File: src/hdl/scbc_pkg.sv
// shared types and constants for the size class block cache
package scbc_pkg;

  localparam int SIZE_W   = 32;
  localparam int HANDLE_W = 32;
  localparam int ROUND_W  = 34;
  localparam int CLASS_W  = 3;
  localparam int BLK_W    = 6;
  localparam int MB_W     = 12;
  localparam int CFG_W    = 12;
  localparam int MB_SHIFT = 20;

  localparam logic [BLK_W-1:0] BLK_RESET = 6'd63;
  localparam logic [MB_W-1:0]  MB_RESET  = 12'd4;

  typedef enum logic {
    CMD_ALLOC = 1'b0,
    CMD_FREE  = 1'b1
  } cmd_t;

  typedef enum logic {
    CFG_MAX_BLOCKS    = 1'b0,
    CFG_MAX_MEGABYTES = 1'b1
  } cfg_index_t;

endpackage

File: src/hdl/scbc_class_map.sv
// size to class mapping and size rounding for allocate and free requests
module scbc_class_map import scbc_pkg::*; #(
  parameter int MIN_CLASS_BITS = 10,
  parameter int NUM_CLASSES    = 8,
  parameter int ALIGN_BITS     = 12,
  parameter int CLS_W          = 3
) (
  input  logic               command,
  input  logic [SIZE_W-1:0]  request_size,
  output logic [CLS_W-1:0]   cls,
  output logic               valid,
  output logic [ROUND_W-1:0] rounded
);

  localparam logic [ROUND_W-1:0] MIN_SIZE = ROUND_W'(1) << MIN_CLASS_BITS;
  localparam logic [ROUND_W-1:0] MAX_SIZE = MIN_SIZE << (NUM_CLASSES - 1);

  logic [ROUND_W-1:0] size_w;
  logic [ROUND_W-1:0] size_dec;
  logic [ROUND_W-1:0] ceil_vec;
  logic [ROUND_W-1:0] floor_vec;
  logic [CLS_W-1:0]   ceil_cls;
  logic [CLS_W-1:0]   floor_cls;

  assign size_w    = ROUND_W'(request_size);
  assign size_dec  = size_w - ROUND_W'(1);
  assign ceil_vec  = size_dec >> MIN_CLASS_BITS;
  assign floor_vec = size_w >> MIN_CLASS_BITS;

  // ceiling class: bit length of (size-1) above the minimum class
  always_comb begin
    ceil_cls = '0;
    for (int i = 0; i < NUM_CLASSES - 1; i++) begin
      if (ceil_vec[i]) ceil_cls = CLS_W'(i + 1);
    end
  end

  // floor class: leading one of size above the minimum class
  always_comb begin
    floor_cls = '0;
    for (int i = 0; i < NUM_CLASSES; i++) begin
      if (floor_vec[i]) floor_cls = CLS_W'(i);
    end
  end

  always_comb begin
    cls     = '0;
    valid   = 1'b0;
    rounded = size_w;
    if (command == CMD_ALLOC) begin
      if (size_w <= MIN_SIZE) begin
        rounded = MIN_SIZE;
        valid   = 1'b1;
      end else if (size_w > MAX_SIZE) begin
        // oversize is rounded down to the alignment, then grows by one alignment unit
        rounded = ((size_w >> ALIGN_BITS) + ROUND_W'(1)) << ALIGN_BITS;
      end else begin
        cls     = ceil_cls;
        rounded = MIN_SIZE << ceil_cls;
        valid   = 1'b1;
      end
    end else begin
      if (size_w >= MIN_SIZE && size_w <= MAX_SIZE) begin
        cls     = floor_cls;
        rounded = MIN_SIZE << floor_cls;
        valid   = 1'b1;
      end
    end
  end

endmodule

File: config.mk
export PLATFORM = sky130hd
export DESIGN_NAME = scbc_class_map
export DESIGN_NICKNAME = d
export VERILOG_FILES = /design/src/hdl/scbc_pkg.sv /design/src/hdl/scbc_class_map.sv
export SDC_FILE = /design/constraint.sdc
export NUM_CORES = 1
export LEC_CHECK = 0
export BUFFER_PORTS_ARGS = -buffer_cell sky130_fd_sc_hd__buf_4
export CAP_MARGIN = 20
export CORE_MARGIN = 8
export CORE_UTILIZATION = 49
export DETAILED_ROUTE_END_ITERATION = 10
export PLACE_DENSITY_LB_ADDON = 0.25
export SLEW_MARGIN = 10
export SYNTH_ARGS = -nofsm -noshare
export SYNTH_HDL_FRONTEND = slang
export SYNTH_SLANG_ARGS = --single-unit
export TNS_END_PERCENT = 30
File: constraint.sdc
create_clock -name vclk -period 5.3
set_input_delay 1.06 -clock vclk [all_inputs]
set_output_delay 1.06 -clock vclk [all_outputs]
set_load 0.03 [all_outputs]
Yosys cells after proc, flatten, opt, wreduce, memory -nomap -nowiden
Index checks and enable logic that the tools add are counted.

Flip-flop bits (word level): 0. Latch bits: 0. RAM bits: 0. ROM bits: 0. Bits of input ports: 33. Output and inout bits: 38. Logic and storage cells: 35. Memories: 0.

$add $sub $neg: 2. Multiply operators: 0. Div/mod/pow operators: 0. $lt $le $gt $ge: 4. Eq/ne operators: 0. Shift operators: 2. Muxes and demuxes: 26. Bitwise operators: 0. Reduce and logical (&&, ||, !) cells: 1.

Operators by type and width (number): two-way mux 34 bit (4); << shifter 11 x 3 -> 34 bit (first input constant) (2); two-way mux 3 bit (14); greater-or-equal comparator 32 x 11 -> 1 bit (second input constant) (1); greater-than comparator 32 x 18 -> 1 bit (second input constant) (1); <= comparator 32 x 11 -> 1 bit (second input constant) (1); <= comparator 32 x 18 -> 1 bit (second input constant) (1); adder 20 x 1 -> 21 bit (second input constant) (1); subtractor 17 x 1 -> 17 bit (second input constant) (1); two-way mux 1 bit (6); two-way mux 2 bit (2); logical AND 1 bit (1).

Longest topological paths before layout
Gate-level depths: netlist of the first run.

Depth in word-level cells: 12. Depth in mapped cells: 10. Gate-level depth less buffers: 8.

Least setup slack after synthesis of the first run
Ideal clock, no wire load.

Path type: input -> output. From: input request_size[12]. To: output rounded[11]. Arrival: 4.260 ns. Data required time: 4.240 ns. Path slack: -0.020 ns. Stages on the path: 8. Buffers on the path: 2. Cell sequence: clkbuf_1 inv_1 ha_1 or4b_4 o41a_1 or4_1 clkbuf_1 o41ai_1.

Word-level cells in the longest chain between the ends: 10. Elaborated cells on any way between the ends: 23. Classes of those cells: add/sub (1); order compare (4); shift (2); mux (15); reduce/logical (1).

RTL lines: from (decl) (RTL line scbc_class_map.sv:9) `input logic [SIZE_W-1:0] request_size,`; subtractor 17 x 1 -> 17 bit (RTL line scbc_class_map.sv:26) `assign size_dec = size_w - ROUND_W'(1);`; two-way mux 2 bit (RTL line scbc_class_map.sv:34) `if (ceil_vec[i]) ceil_cls = CLS_W'(i + 1);`; two-way mux 3 bit (4 in a row) (RTL line scbc_class_map.sv:34); << shifter 11 x 3 -> 34 bit (RTL line scbc_class_map.sv:59) `rounded = MIN_SIZE << ceil_cls;`; two-way mux 34 bit (RTL line scbc_class_map.sv:54) `end else if (size_w > MAX_SIZE) begin`; two-way mux 34 bit (RTL line scbc_class_map.sv:51) `if (size_w <= MIN_SIZE) begin`; two-way mux 34 bit (*) (RTL line scbc_class_map.sv:50) `if (command == CMD_ALLOC) begin`; to (decl) (RTL line scbc_class_map.sv:12) `output logic [ROUND_W-1:0] rounded`.

Every way passes the cells marked *; elsewhere a longest branch is shown, timed or not.

Worst setup path after layout of the first run
From: input request_size[13]. To: output rounded[12].

Word-level cells in the longest chain between the ends: 9. Elaborated cells on any way between the ends: 21. Classes of those cells: add/sub (1); order compare (4); shift (2); mux (13); reduce/logical (1).

RTL lines (RTL line): subtractor 17 x 1 -> 17 bit (scbc_class_map.sv:26); two-way mux 3 bit (4 in a row) (scbc_class_map.sv:34); << shifter 11 x 3 -> 34 bit (scbc_class_map.sv:59); two-way mux 34 bit (scbc_class_map.sv:54); two-way mux 34 bit (scbc_class_map.sv:51); two-way mux 34 bit (*) (scbc_class_map.sv:50).

Marked as above.

==> impl_metrics.ini, run 1 <==
[power]
power_density_mw_per_mm2 = 84.8
vdd_ir_drop_max_v = 0.0000667
power.leakage_nw = 0.780

[critical_path]
cp_cell_sequence = buf_4, inv_1, ha_1, or4b_4, o41ai_2, nand3_1, or4b_1, or4_1, o211ai_2, buf_4
crit_buf_inv = 3
crit_slowest_cell = or4b_1
start_kind = input port
crit_required_ps = 4240
cpMostUsedCell = buf_4
crit_path_max_incr_delay_ps = 570
cp_top_family = simple AND/OR/NAND/NOR gates
cp-end-kind = output pin
crit_fanout = 13
arrival_ps = 3920
timing.setup.critical_path_class = input port to output pin

[run]
maxCapViolations = 0

[synth]
post-synth-top-area-fraction_pct = 9.21
postSynthCellCount = 240
ys_seq_area_share_pct = 0
synth.distinct_cells = 55
synth_top_area_cell = o21ai_0
syn_area_mm2 = 0.00141
yosysWarnings = 0
yosys-top-cells-area = o21ai_0 9.2%, and2_1 6.6%, nor2_1 6.6%, nand2_1 6.4%, nand4_1 4.4%
synth_fp_nets = 276
synth_area_per_cell_um2 = 5.89

[floorplanning]
die_x_um = 69.7
fp.coreArea_mm2 = 0.00276
ios = 71
die_h_um = 69.7
initial_core_util_pct = 51.2
row_count = 19
die_area_mm2 = 0.00486

[layout]
nClkBuffers = 0
drive_gt1_share_pct = 28.2
final_area_mm2 = 0.00197
seq_cells = 0
seqCellArea_um2 = 0
num_antenna_cells = 0
final_util_pct = 71.5
syn_to_final_growth_pct = 39.6
final_common_cell = buf_4
mostFrequentLayoutCells = 77 x buf_4, 26 x o21ai_0, 25 x nor2_1, 24 x nand2_1, 15 x and2_1
fin_nets = 339

[outcome]
status = complete, no violations

[timing]
drv_slew = 0
worst_pin_slew_ps = 627
finalSetupTns_ps = 0
setup_viol = 0
max_freq_ghz = 0.201
postLayoutSetupSlackWorst_ps = 322
rsz0062_at_grt = no
period_share_pct = 93.9
fin_crit_ps = 4980
maxSlewHeadroom_pct = 57.8
hold_viol_final = 0

[global_routing]
overflow = 0
antenna_found_initial = 0
grt_max_degree = 26
grt_pass1_vias = 2069
grt_pass1_wl_um = 9700
grt_usage_pct = 22.1

[routing]
drcViolationCount = 0
post_drt_wl_per_cell_um = 17.3
antenna_left = 0
vias = 2226
route.final.wire_length_um = 5730
viasPerCell = 6.70
drt-initial-drc-count = 233
first_pass_iters = 5

[placement]
preCtsSetupSlack_ps = 347
placed_area_mm2 = 0.00197
dp_hpwl_um = 4550
io_buffers = 70
gp_congestion = 0.949

[clock_tree]
cts_hold_buf = 0
cts_resized = 0
post-cts-setup-buffers = 0

[hold_path]
min_path_type = input port to output pin
[cells by family (layout without fill, tap and decap cells)]
kind of cell,after synthesis,after routing,synth area share (%)
adders and majority gates,3,3,2.66
muxes,1,1,0.709
other,1,1,0.265
xor gates and xnor gates,2,2,1.24
and+or+nand+nor,129,129,49.4
buffers and inverters,23,84,6.91
AOI/OAI and AO/OA,81,81,38.8
[per-stage QoR]
step,cells,hold WS [ps],power [mW]
2_1_floorplan,240,2280,0.0972
3_3_place_gp,332,2440,0.164
3_5_place_dp,332,2440,0.165
4_1_cts,332,2440,0.165
5_1_grt,332,2460,0.180
6_report,332,2450,0.167
[report_power, final]
| group | switching, mW | total [mW] | internal, mW |
|---|---|---|---|
| Combinational | 0.103 | 0.167 | 0.0639 |
| Sequential | 0 | 0 | 0 |
| Clock | 0 | 0 | 0 |
| Total | 0.103 | 0.167 | 0.0639 |
[layer usage]
layer	GRT usage [%]	part of all wire (%)
met3	5.29	12
met1	28.4	41
met5	0	0
met4	3.35	1.6
met2	36.8	45
[cell usage after synthesis (2+ instances only)]
cell       n
a21oi_1    7
a22oi_1    2
a31o_1     2
a31oi_1    6
a41oi_1    2
and2_1    15
and3_1     3
clkbuf_1  14
ha_1       3
inv_1      7
nand2_1   24
nand2b_1   3
nand3_1   11
nand4_1   10
nor2_1    25
nor2b_1    2
nor3_1     6
nor4_1     9
o211ai_1   5
o21a_1     2
o21ai_0   26
o21ai_1    4
o22ai_1    3
o31ai_1    6
o41ai_1    3
or3_1      4
or4_1      7
xnor2_1    2
[final timing paths]
path                        startpoint     endpoint  cells past startpoint
worst max-delay path  request_size[13]  rounded[12]                     10
worst min-delay path  request_size[31]  rounded[31]                      3
[final cells by class]
| type | instances | area, um^2 |
|---|---|---|
| multi-input cells | 217 | 1330 |
| repair buffers | 77 | 578 |
| well taps | 31 | 38.8 |
| fillers | 259 | 786 |
| inverters | 7 | 26.3 |
No activity file was read; power rests on OpenSTA's default activity.
==> run 2, diff against run 1 <==
==> constraint.sdc (replaced) <==
create_clock -name vclk -period 5.3
set_input_delay 1.06 -clock vclk [all_inputs]
set_output_delay 1.06 -clock vclk [all_outputs]
set_load 0.02 [all_outputs]
==> run 2 against run 1 <==
- hold slack got worse by 8.1 ps
- flip-flop and latch count unchanged
- sequential share of layout area unchanged
- total power decreased by 8.5%
- setup slack improved by 9.7 ps
- fmax increased by 0.19%
- wire length decreased by 2.8%
- non-clock buffer count decreased by 1
- global-route usage decreased by 0.91 points
- clock-buffer cell count unchanged
- die area unchanged
- critical path depth unchanged
- critical path type unchanged
- largest power group unchanged
==> impl_metrics.ini, run 2 (synthesis gave the netlist of run 1 again) <==
[outcome]
status = complete, no violations

[power]
power_density_mw_per_mm2 = 78.2
total_power_mw = 0.153
vdd_ir_drop_max_v = 0.0000617
power.leakage_nw = 0.770

[timing]
worst_pin_slew_ps = 636
drv_slew = 0
hold_viol_final = 0
finalSetupTns_ps = 0
max_freq_ghz = 0.201
rsz0062_at_grt = no
fin_crit_ps = 4970
setup_viol = 0
period_share_pct = 93.7
maxSlewHeadroom_pct = 57.6
postLayoutSetupSlackWorst_ps = 331

[global_routing]
grt_pass1_wl_um = 9330
grt_max_degree = 20
grt_usage_pct = 21.2
grt_pass1_vias = 2005
overflow = 0
antenna_found_initial = 0

[routing]
vias = 2164
post_drt_wl_per_cell_um = 16.8
antenna_left = 0
drt-initial-drc-count = 155
viasPerCell = 6.54
route.final.wire_length_um = 5580
first_pass_iters = 5
drcViolationCount = 0

[layout]
mostFrequentLayoutCells = 76 x buf_4, 26 x o21ai_0, 25 x nor2_1, 24 x nand2_1, 15 x and2_1
fillerInstances = 256
drive_gt1_share_pct = 27.7
nClkBuffers = 0
fin_nets = 338
syn_to_final_growth_pct = 38.5
multi_input_area_mm2 = 0.00132
num_antenna_cells = 0
seqCellArea_um2 = 0
seq_cells = 0
final_common_cell = buf_4
final_area_mm2 = 0.00196

[floorplanning]
die_h_um = 69.7
ios = 71
fp.coreArea_mm2 = 0.00276
die_x_um = 69.7
initial_core_util_pct = 51.2
row_count = 19
die_area_mm2 = 0.00486

[critical_path]
cp_top_family = simple AND/OR/NAND/NOR gates
crit_required_ps = 4240
arrival_ps = 3910
crit_path_max_incr_delay_ps = 570
crit_buf_inv = 3
timing.setup.critical_path_class = input port to output pin
start_kind = input port
cpMostUsedCell = buf_4
cp-end-kind = output pin
cp_cell_sequence = buf_4, inv_1, ha_1, or4b_4, o41ai_2, nand3_1, or4b_1, or4_1, o211ai_2, buf_4
crit_slowest_cell = or4b_1
crit_fanout = 13

[clock_tree]
post-cts-setup-buffers = 0
cts_hold_buf = 0
cts_resized = 0

[hold_path]
min_path_type = input port to output pin

[run]
maxCapViolations = 0

[placement]
preCtsSetupSlack_ps = 369
io_buffers = 70
dp_hpwl_um = 4350
placed_area_mm2 = 0.00195
gp_congestion = 0.949
-- run 2: cell count changes in the layout (fill, tap and decap cells not counted), sizes merged --
cell,change
buf,-1
-- run 2: through the flow --
stage | util [%] | cells | hold WS (ps)
after floorplan | - | 240 | 2250
after global placement | 70.7 | 330 | 2440
after detailed placement | 70.7 | 330 | 2440
after CTS | 70.7 | 330 | 2440
after global routing | 71.0 | 331 | 2460
final | 71.0 | 331 | 2440
-- run 2: layout make-up --
type,count,area share (%)
Multi-Input combinational cell,217,67.5
Timing Repair Buffer,76,29.2
Tap cell,31,1.98
Inverter,7,1.34
-- run 2: routing by layer --
layer | GRT usage, % | part of all wire (%) | vias to the layer above
li1 | - | - | 1049
met1 | 28.1 | 44 | 993
met2 | 35.0 | 46 | 108
met3 | 3.72 | 8.2 | 14
met4 | 3.35 | 1.7 | 0
met5 | 0 | 0 | -
-- run 2: worst paths after layout --
| check | slack (ps) | to | from | depth (start not counted) |
|---|---|---|---|---|
| hold / removal | 2440 | rounded[31] | request_size[31] | 3 |
| setup / recovery | 330 | rounded[12] | request_size[13] | 10 |
-- run 2: power by group --
part / leakage (nW) / internal (mW) / switching [mW]
sequential: 0 / 0 / 0
combinational: 0.770 / 0.0635 / 0.0896
clock: 0 / 0 / 0
total: 0.770 / 0.0635 / 0.0896
-- run 2: tightest hold or removal path, stage by stage --
cell and delay, ps:
buf_4 100, o21ai_1 70, buf_4 150
==> run 3, diff against run 2 <==
--- a/config.mk
+++ b/config.mk
@@ -7,8 +7,10 @@
 export LEC_CHECK = 0
 export BUFFER_PORTS_ARGS = -buffer_cell sky130_fd_sc_hd__buf_4
 export CAP_MARGIN = 20
+export CELL_PAD_IN_SITES_DETAIL_PLACEMENT = 0
+export CELL_PAD_IN_SITES_GLOBAL_PLACEMENT = 1
 export CORE_MARGIN = 8
-export CORE_UTILIZATION = 49
+export CORE_UTILIZATION = 31
 export DETAILED_ROUTE_END_ITERATION = 10
 export PLACE_DENSITY_LB_ADDON = 0.25
 export SLEW_MARGIN = 10
==> run 3 against run 2 <==
- flip-flop and latch count stayed put
- cell count is 6.9% higher
- core utilization is 25 points lower
- critical path type unchanged
- first-iteration DRC count is 34% lower
- hold slack better by 3.6 ps
- wire length is 7.5% higher
- total power is 1.0% higher
- fmax is 0.79% lower
- global-route usage is 5.5 points lower
==> impl_metrics.ini, run 3 (synthesis gave the netlist of run 1 again) <==
[outcome]
status = complete, no violations

[hold_path]
hold_path_end = rounded[6]
hp-start = request_size[6]
hold_depth = 3
min_path_type = input port to output pin

[routing]
drcViolationCount = 0
route.final.wire_length_um = 5990
post_drt_wl_per_cell_um = 16.9
vias = 2078
drt-initial-drc-count = 103
antenna_left = 0
viasPerCell = 5.87
first_pass_iters = 6

[critical_path]
crit_required_ps = 4240
timing.setup.critical_path_class = input port to output pin
start_kind = input port
arrival_ps = 3950
cp-end-kind = output pin
crit_fanout = 11

[layout]
nClkBuffers = 0
num_antenna_cells = 0
syn_to_final_growth_pct = 41.5
fin_nets = 340
final_area_mm2 = 0.00200
final_util_pct = 45.6
fillerInstances = 498
mostFrequentLayoutCells = 78 x buf_4, 26 x o21ai_0, 25 x nor2_1, 24 x nand2_1, 15 x and2_1
fin_cells = 354
multi_input_area_mm2 = 0.00132
seqCellArea_um2 = 0
final_common_cell = buf_4
drive_gt1_share_pct = 28.1
seq_cells = 0

[clock_tree]
cts_hold_buf = 0
post-cts-setup-buffers = 0
cts_resized = 0

[floorplanning]
ios = 71
initial_core_util_pct = 32.2
row_count = 24
die_h_um = 83.5
fp.coreArea_mm2 = 0.00438
die_area_mm2 = 0.00697
die_x_um = 83.5

[global_routing]
overflow = 0
grt_pass1_wl_um = 9770
grt_max_degree = 26
grt_pass1_vias = 1965
grt_usage_pct = 15.7
antenna_found_initial = 0

[power]
vdd_ir_drop_max_v = 0.0000304
total_power_mw = 0.155
power_density_mw_per_mm2 = 77.4
power.leakage_nw = 0.781

[timing]
hold_viol_final = 0
worst_pin_slew_ps = 952
rsz0062_at_grt = no
maxSlewHeadroom_pct = 36.5
max_freq_ghz = 0.200
fin_crit_ps = 5010
finalSetupTns_ps = 0
period_share_pct = 94.5
setup_viol = 0
drv_slew = 0

[placement]
dp_hpwl_um = 4800
gp_congestion = 0.946
io_buffers = 70
placed_area_mm2 = 0.00200
post-place-cells = 354

[run]
maxCapViolations = 0
==> run 3: worst max path at each step <==
stage,from,to,slack (ps)
4_1_cts,request_size[13],rounded[12],320
6_report,request_size[12],rounded[12],290
3_5_place_dp,request_size[13],rounded[12],320
2_1_floorplan,request_size[12],rounded[11],270
3_3_place_gp,request_size[13],rounded[12],350
5_1_grt,request_size[13],rounded[12],190
==> run 3: final cells by class <==
cell class / instances / share of cell area (%)
inverters: 7 / 1.31
multi-input cells: 217 / 66.1
well taps: 52 / 3.26
repair buffers: 78 / 29.3
==> run 3: metrics by stage <==
stage,hold WS (ps),setup slack (ps)
floorplan,2250,270
global placement,2440,346
detailed placement,2440,323
CTS,2440,320
global route,2450,190
finish,2440,292
==> run 3: worst max-delay path, stage by stage <==
cell and delay [ps]:
buf_4 150, inv_1 120, ha_1 250, or4b_4 500, o41a_1 460, or4_1 680, o32a_1 400, o211ai_2 150
buf_4 160
==> run 3: per-layer routing <==
| layer | GRT usage [%] | share of wire (%) |
|---|---|---|
| met1 | 21.4 | 47 |
| met2 | 26.0 | 44 |
| met3 | 2.05 | 7.4 |
| met4 | 1.88 | 1.5 |
| met5 | 0 | 0 |
==> run 3: power breakdown <==
group	switching [mW]	leakage [nW]	total [mW]	internal, mW
logic	0.0908	0.781	0.155	0.0638
clock network	0	0	0	0
registers	0	0	0	0
